`config.mk`:
```
export PLATFORM = sky130hd
export DESIGN_NAME = bcml_cell
export DESIGN_NICKNAME = d
export VERILOG_FILES = /design/src/sv/bcml_pkg.sv /design/src/sv/bcml_cell.sv
export SDC_FILE = /design/constraint.sdc
export NUM_CORES = 1
export LEC_CHECK = 0
export BUFFER_PORTS_ARGS = -buffer_cell sky130_fd_sc_hd__clkbuf_2
export CAP_MARGIN = 20
export CORE_AREA = 5 5 174 176
export CTS_CLUSTER_SIZE = 14
export DETAILED_ROUTE_END_ITERATION = 7
export DIE_AREA = 0 0 179 181
export SYNTH_ARGS = -nofsm -noshare
export SYNTH_HDL_FRONTEND = slang
export SYNTH_SLANG_ARGS = --single-unit
```
`constraint.sdc`:
```
create_clock -name i_clk -period 5 [get_ports i_clk]
set_clock_uncertainty 0.2 [all_clocks]
set_input_delay 0 -clock i_clk [delete_from_list [all_inputs] [get_ports i_clk]]
set_output_delay 0 -clock i_clk [all_outputs]
set_load 0.005 [all_outputs]
```
`src/sv/bcml_pkg.sv`:
```
// Package: shared types and constants of the binned colour map lookup.
`timescale 1ns / 1ps
`default_nettype none
package bcml_pkg;
    localparam int MAX_BINS_DEF   = 64;
    localparam int VALUE_BITS_DEF = 32;

    typedef enum logic [1:0] {
        ACT_CLEAR  = 2'd0,
        ACT_APPEND = 2'd1,
        ACT_COLOR  = 2'd2,
        ACT_NONE   = 2'd3
    } t_action;

    typedef enum logic [1:0] {
        KIND_DATA   = 2'd0,
        KIND_MISS   = 2'd1,
        KIND_UNAV   = 2'd2,
        KIND_EMPTY  = 2'd3
    } t_kind;

    localparam logic [1:0] REG_MISS_VAL  = 2'd0;
    localparam logic [1:0] REG_UNAV_VAL  = 2'd1;
    localparam logic [1:0] REG_MISS_COL  = 2'd2;
    localparam logic [1:0] REG_UNAV_COL  = 2'd3;
endpackage
`default_nettype wire

```
`src/sv/bcml_cell.sv`:
```
// Bin cell: holds one bin and hands it to its neighbour while the ring rotates.
`timescale 1ns / 1ps
`default_nettype none
module bcml_cell #(
    parameter int VB = bcml_pkg::VALUE_BITS_DEF
) (
    input  wire logic          i_clk,
    input  wire logic          i_load,
    input  wire logic          i_shift,
    input  wire logic [VB-1:0] i_lower,
    input  wire logic [VB-1:0] i_upper,
    input  wire logic          i_linear,
    input  wire logic [31:0]   i_col_lo,
    input  wire logic [31:0]   i_col_hi,
    input  wire logic [VB-1:0] i_nb_lower,
    input  wire logic [VB-1:0] i_nb_upper,
    input  wire logic [VB:0]   i_nb_width,
    input  wire logic          i_nb_linear,
    input  wire logic [31:0]   i_nb_col_lo,
    input  wire logic [31:0]   i_nb_col_hi,
    output logic [VB-1:0]      o_lower,
    output logic [VB-1:0]      o_upper,
    output logic [VB:0]        o_width,
    output logic               o_linear,
    output logic [31:0]        o_col_lo,
    output logic [31:0]        o_col_hi
);
    logic [VB-1:0] r_lower, r_upper;
    logic [VB:0]   r_width;
    logic          r_linear;
    logic [31:0]   r_col_lo, r_col_hi;

    always_ff @(posedge i_clk) begin
        if (i_load) begin
            r_lower  <= i_lower;
            r_upper  <= i_upper;
            r_width  <= {i_upper[VB-1], i_upper} - {i_lower[VB-1], i_lower};
            r_linear <= i_linear;
            r_col_lo <= i_col_lo;
            r_col_hi <= i_col_hi;
        end else if (i_shift) begin
            r_lower  <= i_nb_lower;
            r_upper  <= i_nb_upper;
            r_width  <= i_nb_width;
            r_linear <= i_nb_linear;
            r_col_lo <= i_nb_col_lo;
            r_col_hi <= i_nb_col_hi;
        end
    end

    assign o_lower  = r_lower;
    assign o_upper  = r_upper;
    assign o_width  = r_width;
    assign o_linear = r_linear;
    assign o_col_lo = r_col_lo;
    assign o_col_hi = r_col_hi;
endmodule
`default_nettype wire

```
# Word-level counts from Yosys, hierarchy flattened
# Cells that the tools add are included.
# word_totals
regBits,162
inputBits,294
output_inout_bits,162
wordCells,20
# classes
add_sub_neg,1
muxes,12
reduce_logical,1
# ops
op,count
32-bit two-way mux,8
33-bit two-way mux,2
32-bit by 32-bit subtractor with 33-bit output,1
1-bit two-way mux,2
2-bit nonzero test,1

# Logic depth before layout (Yosys ltp)
# logic_depth
depth_word,2
mapped_depth,10
ltp_nobuf,10

# Least setup slack after synthesis
# OpenSTA, ideal clock, no wires.
# synth_timing
path_kind,input-to-reg
from,input i_load
to,"register r_col_hi[0], in the netlist o_col_hi[0], enable pin"
setup_ns,0.454
arrival_time_ns,2.805
t_required_ns,4.346
path_slack_ns,1.541
stages,4
n_path_buf,3
cell_sequence,clkbuf_1 -> clkbuf_1 -> clkbuf_1 -> or2_2
# synth_between
elab_chain_cells,1
# synth_lines
element,line,rtl
"start, declared",bcml_cell.sv:8,"input wire logic i_load,"
2-bit nonzero test (no source line),--,
"end signal, assigned",bcml_cell.sv:40,r_col_hi <= i_col_hi;
"end signal, assigned",bcml_cell.sv:47,r_col_hi <= i_nb_col_hi;
"end, declared",bcml_cell.sv:31,"logic [31:0] r_col_lo, r_col_hi;"
# Every way passes these cells.
# A chain may end at the register's enable or synchronous reset.

# Final worst setup path
# layout_timing
from,input i_lower[0]
to,"register r_width[32], in the netlist o_width[32], data pin"
# layout_between
elab_chain_cells,2
# layout_lines
element,line,rtl
"start, declared",bcml_cell.sv:10,"input wire logic [VB-1:0] i_lower,"
32-bit by 32-bit subtractor with 33-bit output,bcml_cell.sv:37,"r_width <= {i_upper[VB-1], i_upper} - {i_lower[VB-1], i_lower};"
33-bit two-way mux,bcml_cell.sv:34,if (i_load) begin
"end signal, assigned",bcml_cell.sv:37,
"end signal, assigned",bcml_cell.sv:44,r_width <= i_nb_width;
"end, declared",bcml_cell.sv:29,logic [VB:0] r_width;
# Every way passes these cells.

==> flow_results.xml <==
<?xml version="1.0" encoding="UTF-8"?>
<metrics>
  <group name="floorplan">
    <metric name="die_area" unit="µm²">32400</metric>
    <metric name="design.core.area" unit="µm²">28500</metric>
    <metric name="die_w" unit="µm">179</metric>
    <metric name="initial_core_util" unit="">0.312</metric>
    <metric name="chipHeight" unit="µm">181</metric>
    <metric name="ioPinCount" unit="">456</metric>
    <metric name="std_cell_rows" unit="">62</metric>
  </group>
  <group name="cells_and_area">
    <metric name="drive_above_1_share" unit="">0.450</metric>
    <metric name="fin_area" unit="µm²">15100</metric>
    <metric name="mostFrequentLayoutCells" unit="">sky130_fd_sc_hd__clkbuf_2 (454), sky130_fd_sc_hd__dlygate4sd3_1 (293), sky130_fd_sc_hd__edfxtp_1 (162)</metric>
    <metric name="fill_cells" unit="">2439</metric>
    <metric name="most_common_cell_after_layout_fill_and_taps_aside" unit="">sky130_fd_sc_hd__clkbuf_2</metric>
    <metric name="syn2layout_area_growth" unit="%">69.7</metric>
    <metric name="fin_nets" unit="">1746</metric>
  </group>
  <group name="critical_path">
    <metric name="critPathMostFrequentCell" unit="">sky130_fd_sc_hd__a211oi_2</metric>
    <metric name="critical_path.cell_chain" unit="">clkbuf_2, ha_1, fa_1, nand2b_1, a211oi_2, o211ai_2, a211oi_2, o2111ai_1, a31o_1, a221o_1</metric>
    <metric name="critical-path-slowest-cell" unit="">sky130_fd_sc_hd__a211oi_2</metric>
    <metric name="path_class" unit="">input port to flop</metric>
    <metric name="crit_path_end_kind" unit="">flop</metric>
    <metric name="setup.worst_path.start_class" unit="">input port</metric>
    <metric name="cpPeakStageDelay" unit="ns">0.42</metric>
    <metric name="worst_ep_required_time" unit="ns">4.99</metric>
    <metric name="crit_path_max_fanout" unit="">4</metric>
    <metric name="cp.arrival" unit="ns">2.69</metric>
  </group>
  <group name="power_and_ir_drop">
    <metric name="p_switching" unit="mW">1.12</metric>
    <metric name="flop_pwr_share" unit="">0.425</metric>
    <metric name="leakage_power" unit="nW">6.68</metric>
    <metric name="switching_share" unit="">0.275</metric>
    <metric name="pwr-share-comb" unit="">0.252</metric>
    <metric name="cellInternalPower" unit="mW">2.96</metric>
    <metric name="powerDensity" unit="nW/µm²">271</metric>
    <metric name="design_power_total" unit="mW">4.09</metric>
    <metric name="ir_drop" unit="mV">0.176</metric>
    <metric name="clkPwrFrac" unit="">0.323</metric>
  </group>
  <group name="timing">
    <metric name="timing_worst_slew_pin_value" unit="ns">0.972</metric>
    <metric name="setup_viol_count_final" unit="">0</metric>
    <metric name="report.final.hold_viol_count" unit="">0</metric>
    <metric name="postLayoutSetupSlackWorst" unit="ns">2.30</metric>
    <metric name="finalMaxSlewViolations" unit="">0</metric>
    <metric name="slew-limit-headroom" unit="">0.352</metric>
    <metric name="timing.final.crit_share" unit="">0.540</metric>
    <metric name="clock.fmax" unit="MHz">371</metric>
    <metric name="final_critical_delay_including_setup_and_external_delays" unit="ns">2.70</metric>
    <metric name="rsz_0062_raised_after_global_routing" unit="">false</metric>
    <metric name="final.setup.tns" unit="ns">0</metric>
    <metric name="hold_ws" unit="ns">0.0522</metric>
  </group>
  <group name="yosys">
    <metric name="share_of_flip_flops_with_an_asynchronous_set_or_reset" unit="">0</metric>
    <metric name="synth_top_flop_cell" unit="">sky130_fd_sc_hd__edfxtp_1</metric>
    <metric name="synth.cell_area" unit="µm²">8880</metric>
    <metric name="synth-seq-area-share" unit="">0.548</metric>
    <metric name="synthCells" unit="">682</metric>
    <metric name="synth_enable_flop_cells" unit="">162</metric>
    <metric name="synth.avg_cell_area" unit="µm²">13.0</metric>
    <metric name="synth.yosys.warnings" unit="">0</metric>
    <metric name="postSynthNetCount" unit="">1009</metric>
    <metric name="synth.ff_latch_count" unit="">162</metric>
    <metric name="ys_types" unit="">56</metric>
  </group>
  <group name="cts">
    <metric name="cts_buffers" unit="">17</metric>
    <metric name="clock_tree.htree_level_count" unit="">4</metric>
    <metric name="cts-root-buf" unit="">sky130_fd_sc_hd__clkbuf_16</metric>
    <metric name="postCtsSetupBuffers" unit="">0</metric>
    <metric name="post_cts.resized_instances" unit="">0</metric>
    <metric name="tritoncts" unit="">done</metric>
    <metric name="cts.clk_slew.worst_paths" unit="ns">0.07</metric>
    <metric name="cts.sink_count" unit="">162</metric>
    <metric name="cts.hold.buffers_added" unit="">293</metric>
    <metric name="ctsLongestPathBuffers" unit="">2</metric>
  </group>
  <group name="hold_path">
    <metric name="min_delay_worst_endpoint" unit="">o_width[31]</metric>
    <metric name="timing.hold.worst_path_depth" unit="">5</metric>
    <metric name="hold_path_startpoint" unit="">i_upper[30]</metric>
    <metric name="hold_path.class" unit="">input port to flop</metric>
  </group>
  <group name="detailed_routing">
    <metric name="route.detailed.vias_per_inst" unit="">4.68</metric>
    <metric name="initialDrtViolationCount" unit="">421</metric>
    <metric name="total_wirelength_of_the_detailed_routed_design" unit="mm">33.6</metric>
    <metric name="wl_per_cell" unit="µm">18.5</metric>
    <metric name="firstDrtPassIters" unit="">5</metric>
    <metric name="drt_drc_violations_left" unit="">0</metric>
    <metric name="via_count" unit="">8501</metric>
    <metric name="drt.antenna.violating_nets" unit="">0</metric>
  </group>
  <group name="placed_design">
    <metric name="globalplace.congestion" unit="">0.830</metric>
    <metric name="post-dp-hpwl" unit="mm">23.9</metric>
    <metric name="pre_cts_slack" unit="ns">1.85</metric>
    <metric name="placedInstanceArea" unit="µm²">11600</metric>
    <metric name="placement.io_buffers" unit="">455</metric>
  </group>
  <group name="global_route">
    <metric name="first_global_vias" unit="">8967</metric>
    <metric name="grt_max_degree" unit="">79</metric>
    <metric name="grt_pass1_wl" unit="mm">49.7</metric>
    <metric name="groute.usage.overall" unit="">0.199</metric>
    <metric name="grt_overflow" unit="">0</metric>
    <metric name="number_of_antenna_violations_at_the_first_check_in_global_routing" unit="">2</metric>
  </group>
  <group name="outcome">
    <metric name="status" unit="">completed</metric>
  </group>
  <group name="flow_run">
    <metric name="drv_cap" unit="">0</metric>
  </group>
</metrics>
[worst max-delay path, delay by kind of cell]
kind / cells / cell delay (ns)
AOI/OAI and AO/OA: 6 / 1.65
adders and majority gates: 2 / 0.67
buffers and inverters: 1 / 0.13
and+or+nand+nor: 1 / 0.22
[cell families after synthesis]
logic type,Yosys count,synth area share
AND/OR/NAND/NOR,105,0.0578
flip-flops,162,0.548
adder cells (fa/ha/maj),33,0.0474
multiplexers,149,0.189
buffers and inverters,79,0.0337
XOR/XNOR,19,0.0187
AO/OA/AOI/OAI,135,0.106
[power groups by stage]
stage	combinational (mW)	sequential [mW]	clock, mW
global route	1.12	1.75	1.41
floorplan	0.365	1.79	0
global placement	0.804	1.76	0
detailed placement	0.809	1.76	0
finish	1.03	1.74	1.32
CTS	1.03	1.74	1.36
[worst max path at each step]
stage / startpoint / endpoint / slack (ns) / depth (start not counted)
3_3_place_gp: i_lower[0] / o_width[32] / 1.93 / 10
4_1_cts: i_lower[0] / o_width[32] / 2.31 / 10
2_1_floorplan: i_load / o_col_hi[0] / 1.54 / 4
6_report: i_lower[0] / o_width[32] / 2.30 / 10
3_5_place_dp: i_lower[0] / o_width[32] / 1.85 / 10
5_1_grt: i_lower[0] / o_width[32] / 2.12 / 10
[stage by stage]
step / util / std cells
finish: 0.529 / 1818
global route: 0.529 / 1818
CTS: 0.529 / 1816
detailed placement: 0.406 / 1491
global placement: 0.406 / 1491
floorplan: - / 682
[final cells by class]
| type | instances | area (µm²) | area share |
|---|---|---|---|
| Timing Repair Buffer | 753 | 5270 | 0.349 |
| Sequential cell | 162 | 4860 | 0.323 |
| Multi-Input combinational cell | 441 | 3720 | 0.247 |
| Tap cell | 384 | 480 | 0.0319 |
| Clock buffer | 17 | 425 | 0.0282 |
| Inverter | 44 | 165 | 0.0110 |
| Clock inverter | 15 | 146 | 0.00971 |
| Antenna cell | 2 | 5.00 | 0.000332 |
[sequential cells by signal (all words and copies together) (netlist names)]
signal,count
o_width,33
o_linear,1
o_lower,32
o_upper,32
o_col_lo,32
o_col_hi,32
[synth_stat cells, types with 4 or more instances]
master | count | area [µm²]
sky130_fd_sc_hd__nor3_1 | 5 | 25.0
sky130_fd_sc_hd__nand4_1 | 10 | 62.6
sky130_fd_sc_hd__o21bai_1 | 10 | 75.1
sky130_fd_sc_hd__a21o_1 | 10 | 75.1
sky130_fd_sc_hd__o311ai_0 | 6 | 52.6
sky130_fd_sc_hd__nand2_1 | 34 | 128
sky130_fd_sc_hd__o21a_1 | 5 | 37.5
sky130_fd_sc_hd__edfxtp_1 | 162 | 4860
sky130_fd_sc_hd__o21ai_0 | 20 | 100
sky130_fd_sc_hd__nand3b_1 | 4 | 30.0
sky130_fd_sc_hd__nand3_1 | 6 | 30.0
sky130_fd_sc_hd__mux2_2 | 147 | 1660
sky130_fd_sc_hd__o211ai_1 | 6 | 45.0
sky130_fd_sc_hd__and2_1 | 5 | 31.3
sky130_fd_sc_hd__a21oi_1 | 37 | 185
sky130_fd_sc_hd__ha_1 | 32 | 400
sky130_fd_sc_hd__nor2_1 | 23 | 86.3
sky130_fd_sc_hd__xnor2_1 | 15 | 131
sky130_fd_sc_hd__xor2_1 | 4 | 35.0
sky130_fd_sc_hd__clkbuf_1 | 30 | 113
sky130_fd_sc_hd__inv_1 | 44 | 165
sky130_fd_sc_hd__nand2b_1 | 6 | 37.5
sky130_fd_sc_hd__a211oi_1 | 5 | 37.5
[layer usage]
layer  GRT usage  vias to the layer above  share of wire
met4      0.0752                        0          0.030
met5           0                        -              0
met1       0.223                     4026           0.38
met3      0.0569                       55          0.082
li1            -                     4077              -
met2       0.356                      343           0.51
(Power assumes the default switching activity.)
