===== src/sv/bcml_pkg.sv =====
// Package: shared types and constants of the binned colour map lookup.
`timescale 1ns / 1ps
`default_nettype none
package bcml_pkg;
    localparam int MAX_BINS_DEF   = 64;
    localparam int VALUE_BITS_DEF = 32;

    typedef enum logic [1:0] {
        ACT_CLEAR  = 2'd0,
        ACT_APPEND = 2'd1,
        ACT_COLOR  = 2'd2,
        ACT_NONE   = 2'd3
    } t_action;

    typedef enum logic [1:0] {
        KIND_DATA   = 2'd0,
        KIND_MISS   = 2'd1,
        KIND_UNAV   = 2'd2,
        KIND_EMPTY  = 2'd3
    } t_kind;

    localparam logic [1:0] REG_MISS_VAL  = 2'd0;
    localparam logic [1:0] REG_UNAV_VAL  = 2'd1;
    localparam logic [1:0] REG_MISS_COL  = 2'd2;
    localparam logic [1:0] REG_UNAV_COL  = 2'd3;
endpackage
`default_nettype wire


===== src/sv/bcml_interp.sv =====
// Interpolation unit: one channel per step over four steps, exact rounding.
`timescale 1ns / 1ps
`default_nettype none
module bcml_interp #(
    parameter int VB = bcml_pkg::VALUE_BITS_DEF
) (
    input  wire logic          i_clk,
    input  wire logic          i_rst_n,
    input  wire logic          i_start,
    input  wire logic [VB:0]   i_n,
    input  wire logic [VB:0]   i_d,
    input  wire logic [31:0]   i_c0,
    input  wire logic [31:0]   i_c1,
    output logic               o_done,
    output logic [31:0]        o_color,
    output logic               o_clip
);
    import bcml_pkg::*;
    localparam int NW = VB + 12;  // numerator width
    localparam int QW = NW + 1;   // quotient register width
    typedef enum logic [1:0] {S_IDLE, S_MUL, S_DIV} t_state;

    t_state          r_state;
    logic [1:0]      r_chan;
    logic [VB:0]     r_n, r_d;
    logic [31:0]     r_c0, r_c1, r_col;
    logic            r_clip, r_done;
    logic [NW-1:0]   r_rem, r_mag;
    logic [NW-1:0]   r_q;
    logic            r_neg;
    logic [$clog2(NW+1)-1:0] r_bit;

    logic [7:0] w_a, w_b;
    logic signed [NW-1:0] w_c0x, w_dx, w_nx, w_dcx;
    logic signed [NW-1:0] w_num;
    logic [NW-1:0] w_trial;
    logic [NW:0]   w_sh;
    logic signed [QW-1:0] w_q;
    logic [7:0]    w_sat;
    logic          w_clp;

    always_comb begin
        w_a   = r_c0[31 - 8*r_chan -: 8];
        w_b   = r_c1[31 - 8*r_chan -: 8];
        // All terms are taken at the full numerator width so no product overflows.
        w_c0x = {{(NW-8){1'b0}}, w_a};
        w_dx  = {{(NW-VB-1){1'b0}}, r_d};
        w_nx  = {{(NW-VB-1){r_n[VB]}}, r_n};
        w_dcx = {{(NW-8){1'b0}}, w_b} - {{(NW-8){1'b0}}, w_a};
        w_num = ((w_c0x * w_dx) <<< 1) + ((w_nx * w_dcx) <<< 1) + w_dx;
        w_sh    = {r_rem, r_mag[NW-1]};
        w_trial = NW'(w_sh - {{(NW-VB-1){1'b0}}, r_d, 1'b0});
        // floor for negatives: -(ceil(|x|/m))
        if (r_neg)
            w_q = -$signed({1'b0, r_q}) - QW'(r_rem != '0);
        else
            w_q = $signed({1'b0, r_q});
        w_clp = 1'b0;
        if (w_q < 0) begin
            w_sat = 8'd0; w_clp = 1'b1;
        end else if (w_q > 255) begin
            w_sat = 8'd255; w_clp = 1'b1;
        end else begin
            w_sat = w_q[7:0];
        end
    end

    always_ff @(posedge i_clk) begin
        if (!i_rst_n) begin
            r_state <= S_IDLE;
            r_done  <= 1'b0;
        end else begin
            r_done <= 1'b0;
            case (r_state)
                S_IDLE: begin
                    if (i_start) begin
                        r_n <= i_n; r_d <= i_d; r_c0 <= i_c0; r_c1 <= i_c1;
                        r_chan <= 2'd0; r_clip <= 1'b0; r_col <= '0;
                        r_state <= S_MUL;
                    end
                end
                S_MUL: begin
                    r_neg <= w_num[NW-1];
                    r_mag <= w_num[NW-1] ? NW'(-w_num) : NW'(w_num);
                    r_rem <= '0; r_q <= '0;
                    r_bit <= ($clog2(NW+1))'(NW);
                    r_state <= S_DIV;
                end
                S_DIV: begin
                    if (r_bit == '0) begin
                        r_col[31 - 8*r_chan -: 8] <= w_sat;
                        r_clip <= r_clip | w_clp;
                        if (r_chan == 2'd3) begin
                            r_done <= 1'b1;
                            r_state <= S_IDLE;
                        end else begin
                            r_chan <= r_chan + 2'd1;
                            r_state <= S_MUL;
                        end
                    end else begin
                        r_bit <= r_bit - 1'b1;
                        r_mag <= r_mag << 1;
                        if (w_sh >= {{(NW-VB-1){1'b0}}, r_d, 1'b0}) begin
                            r_rem <= w_trial;
                            r_q   <= {r_q[NW-2:0], 1'b1};
                        end else begin
                            r_rem <= w_sh[NW-1:0];
                            r_q   <= {r_q[NW-2:0], 1'b0};
                        end
                    end
                end
                default: r_state <= S_IDLE;
            endcase
        end
    end

    assign o_done  = r_done;
    assign o_color = r_col;
    assign o_clip  = r_clip;
endmodule
`default_nettype wire


===== config.mk =====
export PLATFORM = sky130hd
export DESIGN_NAME = bcml_interp
export DESIGN_NICKNAME = d
export VERILOG_FILES = /design/src/sv/bcml_pkg.sv /design/src/sv/bcml_interp.sv
export SDC_FILE = /design/constraint.sdc
export NUM_CORES = 2
export LEC_CHECK = 0
export ABC_AREA = 1
export BUFFER_PORTS_ARGS = -buffer_cell sky130_fd_sc_hd__buf_2
export CAP_MARGIN = 20
export CORE_ASPECT_RATIO = 1.4
export CORE_MARGIN = 2
export CORE_UTILIZATION = 60
export CTS_CLUSTER_SIZE = 12
export DETAILED_ROUTE_END_ITERATION = 6
export GPL_ROUTABILITY_DRIVEN = 0
export PLACE_DENSITY = 0.78
export REMOVE_ABC_BUFFERS = 1
export SLEW_MARGIN = 40
export SYNTH_ARGS = -nofsm -noshare
export SYNTH_HDL_FRONTEND = slang
export SYNTH_SLANG_ARGS = --single-unit

===== constraint.sdc =====
create_clock -name i_clk -period 12.83 [get_ports i_clk]
set_input_delay 1.283 -clock i_clk [delete_from_list [all_inputs] [get_ports i_clk]]
set_output_delay 1.283 -clock i_clk [all_outputs]
set_load 0.1 [all_outputs]

* After elaboration in Yosys (flattened, before gate mapping) *
Index checks and enable logic that the tools add are counted.
Widths: inputs -> output; s select.

storage, ports and cells
  register bits = 307
  output and inout port bits = 34
  word-level logic and storage cells = 86

cells by class
  add/subtract/negate cells = 11
  $mul = 2
  magnitude comparators = 3
  equal/unequal tests = 7
  shift-type cells = 4
  muxes and demuxes = 32
  bitwise logic cells = 1
  reduce and logical (&&, ||, !) cells = 12

operator list
  kind                     count
  $pmux 44 s2              3
  $mux 44                  5
  $shiftx 39x33->8         2
  $mux 32                  2
  $pmux 32 s2              1
  $ge 45x34->1             1
  $gt 45x9->1 const B      1
  $lt 45x1->1 const B      1
  $mux 45                  1
  $neg 44->45              1
  $sub 45x1->45            1
  $add 43x43->44           1
  $add 44x34->44           1
  $neg 44->44              1
  $reduce_bool 44->1       1
  $sub 44x34->44           1
  $mul 33x9->42            1
  $mul 8x33->41            1
  $shift 8x34->39 const A  1
  $shiftx 8x34->39         1
  $neg 32->34              1
  $bwmux 32                1
  $mux 8                   2
  $pmux 6 s2               1
  21 further kinds         39

* Logic depth before layout (Yosys ltp) *
  depth in word-level cells = 10
  depth in mapped cells = 65
  mapped depth without buffers = 62

* Least setup slack after synthesis *
OpenSTA, ideal clock, no wires.

  kind = register to register
  start point = register r_chan[1]
  end point = register r_mag[42] (data pin)
  library setup time = 252 ps
  data arrival time = 10030 ps
  path slack = 2548 ps
  stages on the path, launching flop included = 54
  buffers on the path = 2
  clock period less this slack = 10282 ps
  cell sequence = edfxtp_1 clkbuf_1 clkinv_1 clkbuf_1 a32o_1 ha_1 fa_1 o31ai_1 a21oi_1 o21ai_0 nand2_1 nand2_1 clkinv_1 nand2_1 fa_1 fa_1 inv_1 fa_1 [18 not listed] ha_1 nand2_1 nor2_1 inv_1 nor4_1 nand3_1 nand4_1 nand2_1 nor2_1 nand3_1 nor2_2 nand3_1 nand2_1 nand2_1 nand2_1 nand2_1 nand2_1 nand2_1

between the ends
  cells in the longest elaborated chain, start to end = 9

ends and longest elaborated chain
  item                                 RTL line                              source
  start: declaration                   bcml_interp.sv:24                     logic [1:0] r_chan;
  start signal: assignment             bcml_interp.sv:97                     r_chan <= r_chan + 2'd1;
  $sub 5x5->6 (*)                      bcml_interp.sv:43, bcml_interp.sv:44
  $shiftx 39x33->8 (on tied branches)  bcml_interp.sv:44, bcml_interp.sv:43
  $sub 8x8->9                          bcml_interp.sv:49                     w_dcx = {{(NW-8){1'b0}}, w_b} - {{(NW-8){1'b0}}, w_a};
  $mul 33x9->42                        bcml_interp.sv:50                     w_num = ((w_c0x * w_dx) <<< 1) + ((w_nx * w_dcx) <<< 1) + w_dx;
  $add 43x43->44 (*)                   bcml_interp.sv:50
  $add 44x34->44 (*)                   bcml_interp.sv:50
  $neg 44->44                          bcml_interp.sv:84                     r_mag <= w_num[NW-1] ? NW'(-w_num) : NW'(w_num);
  $mux 44 (*)                          bcml_interp.sv:84
  $pmux 44 s2 (*)                      bcml_interp.sv:74                     case (r_state)
  end signal: assignment               bcml_interp.sv:84
  end signal: assignment               bcml_interp.sv:102                    r_mag <= r_mag << 1;
  end: declaration                     bcml_interp.sv:28                     logic [NW-1:0] r_rem, r_mag;

Every way passes the cells marked *; elsewhere a longest branch is shown, timed or not.
A chain may end at the register's enable or synchronous reset.

* Final worst setup path *
  start point = register r_chan[0]
  end point = register r_mag[42] (data pin)

The elaborated chain is that of the path after synthesis.

==> key figures <==
Final layout
  – Multi-input logic area: 27900 µm²
  – Fin cells: 6381
  – Fin nets: 6370
  – FILL cells: 5851
  – Commonest non-fill, non-tap cell in the layout: nand2_1
  – Post-route cell area: 44200 µm²
  – Storage cell area: between 9000 and 10000 µm²
  – Final design utilization: 65.1%
  – Synthesis-to-finish area growth: 7.48%
  – Most frequent cells in the layout: nand2_1 (1319), inv_1 (951), nor2_1 (673)
  – Share of cells above drive strength 1: ~6.8%

Placed design
  – DP Area: between 40000 and 50000 µm²
  – Inst Count DP: 6310
  – Post-DP HPWL: about 100 mm
  – IO buf count: 166

Detailed routing
  – Routed wire per std cell: 20.1 µm
  – DRC: 45
  – Via Count: 37552
  – Initial DRC count: approximately 3500
  – Routed vias/inst: 5.88
  – Post-Route WL: 128 mm
  – Detailed Routing Iterations Pass 1: 7
  – ANT nets after route: 0

Min path
  – Hold crit path type: flop to flop
  – Worst Hold Launch: r_mag[3]$_DFFE_PP_
  – Hold path endpoint: r_mag[4]$_DFFE_PP_
  – WHS Path Cells: 2

Floorplanning
  – Io pins: about 170
  – Total Die Area: 70600 µm²
  – Core ar.: 67900 µm²
  – # rows: 113
  – Initial Util: 60.6%
  – Chip height: approximately 310 µm
  – Chip Width: around 230 µm

Setup path
  – Worst setup EP type: flop
  – Worst Path Buf+Inv: 8
  – Slowest CP cell: fa_1
  – Reg2Reg Setup Slack: between 700 and 800 ps
  – Critical R2R Capture: r_mag[42]$_DFFE_PP_
  – CP Max Fanout: roughly 50
  – Worst Reg-to-Reg Cells: 60
  – Critical Path Start Type: flop
  – Critical path's top delay family: adder cells
  – Cell mode on critical path: nand2_1
  – Req. time, crit path: 13170 ps
  – Crit path kind: flop to flop
  – Worst r2r src: r_chan[0]$_SDFFCE_PN0P_
  – Crit path DAT: 12400 ps
  – Worst stage delay on the critical path: 560 ps

Clocking
  – Postcts setup bufs: 0
  – Max clock buf depth: 3
  – CTS buffer count: 36
  – TritonCTS clock tree: built
  – Clock Pin Slew Worst Setup and Hold Paths: roughly 70 ps
  – CTS Sinks: 307
  – Clock H-tree levels: 2
  – Clock Latency Late Sink: 640 ps
  – Root Driver: clkbuf_16

GRT
  – GRT met2 Usage: 62.4%
  – Number of global-route vias before repair: 38504
  – Gr ovfl total: 0
  – M1 GR Usage: 39.6%
  – First-pass GRT wire length: 201 mm
  – Top Usage Layer GRT: met2
  – Initial antenna violation count: 12
  – Largest net degree at the start of global routing: just over 90
  – M3 GR Usage: slightly above 8%
  – GR Util All Layers: 37.0%

Synthesis
  – EDFF count, synth: 304
  – Post-synthesis sequential area ratio: 22.4%
  – Mapped Cells: between 5000 and 6000
  – Seq cells post-synth: 307
  – Syn Area/Cell: 7.67 µm²
  – Ys Warns: 0
  – Yosys cell types: 64
  – Post-Syn Area: 41100 µm²
  – Post-synth ARST share: 0%
  – Main synth FF type: edfxtp_1

STA
  – Slew headroom: about 40%
  – Slew @ Worst Pin: 899 ps
  – Pins Over Slew Limit: 0
  – RSZ-0062 raised after global routing: no
  – Final clock skew: 75.6 ps
  – Final min period: around 12000 ps
  – Setup TNS: 0 ps
  – Achievable Freq: roughly 83 MHz
  – Hold Vio Cnt, Final: 0
  – Period utilization: 94.0%
  – Setup Viol. Count Final: 0

Run status
  – Status: complete, but fails checks
  – Failing checks: DRC

Run
  – Maxcap violations: 0
-- state kept, by name, indices dropped and copies added, names as in the netlist --
name / count
o_color: 32
r_c1: 32
o_done: 1
r_n: 33
r_mag: 44
r_q: 44
r_d: 33
r_bit: 6
r_state: 2
r_rem: 44
r_chan: 2
r_c0: 32
o_clip: 1
r_neg: 1
-- cell usage after synthesis, types with 37 or more instances --
| cell type | count | share of area, % |
|---|---|---|
| nand2_1 | 1320 | 12 |
| inv_1 | 954 | 8.7 |
| nor2_1 | 674 | 6.2 |
| fa_1 | 459 | 22 |
| edfxtp_1 | 304 | 22 |
| ha_1 | 292 | 8.9 |
| a21oi_1 | 275 | 3.3 |
| nand3_1 | 256 | 3.1 |
| o21ai_0 | 168 | 2.0 |
| xor2_1 | 94 | 2.0 |
| clkbuf_1 | 77 | 0.70 |
| xnor2_1 | 59 | 1.3 |
| nand4_1 | 58 | 0.88 |
| nor3_1 | 37 | 0.45 |
-- tightest hold or removal path, delay by kind of cell, from the launching register on --
family	cells	cell delay [ps]
flops	1	330
simple gates	2	110
-- cells by family (layout without fill, tap and decap cells) --
logic type	after synthesis	count (layout)	share of synthesized area [%]
and+or+nand+nor	2460	2460	24.7
xor gates and xnor gates	160	160	3.54
adders and majority gates	751	751	31.3
buffers and inverters	1084	1238	10.0
DFF	307	307	22.4
AOI/OAI and AO/OA	595	595	8.10
other	0	8	0
-- routing by layer --
metal / wire [µm] / part of all wire (%)
met5: 77 / 0.060
met3: 10900 / 8.5
met2: 61000 / 48
met4: 13100 / 10
met1: 43300 / 34
-- stage by stage --
stage	hold slack (ps)	setup slack (ps)
2_1_floorplan	494	222
3_3_place_gp	497	695
3_5_place_dp	507	431
4_1_cts	527	301
5_1_grt	527	86.4
6_report	519	774
-- final cells by class --
| class | count | area share (%) |
|---|---|---|
| Clock buffer | 45 | 2.16 |
| Multi-Input combinational cell | 3966 | 63.1 |
| Sequential cell | 307 | 20.8 |
| Clock inverter | 18 | 0.586 |
| Antenna cell | 8 | 0.0453 |
| Inverter | 973 | 8.31 |
| Tap cell | 862 | 2.44 |
| Timing Repair Buffer | 202 | 2.57 |
-- repair_timing --
| item | CTS | global route |
|---|---|---|
| resized for setup | 0 | 8 |
| hold buffers | 0 | 0 |
| setup endpoints to repair | 0 | 42 |
-- how the worst max path moves through the flow --
stage | start | end | slack, ps | cells past startpoint
2_1_floorplan | r_chan[0]$_SDFFCE_PN0P_ | r_mag[17]$_DFFE_PP_ | 220 | 48
3_3_place_gp | r_chan[0]$_SDFFCE_PN0P_ | r_mag[38]$_DFFE_PP_ | 690 | 51
3_5_place_dp | r_chan[0]$_SDFFCE_PN0P_ | r_mag[38]$_DFFE_PP_ | 430 | 53
4_1_cts | r_chan[0]$_SDFFCE_PN0P_ | r_mag[38]$_DFFE_PP_ | 300 | 53
5_1_grt | r_chan[1]$_SDFFCE_PN0P_ | r_mag[38]$_DFFE_PP_ | 90 | 56
6_report | r_chan[0]$_SDFFCE_PN0P_ | r_mag[42]$_DFFE_PP_ | 770 | 60
Power is not shown: default switching activity piles up to over one toggle a cycle in this logic, so the estimate is an artifact.
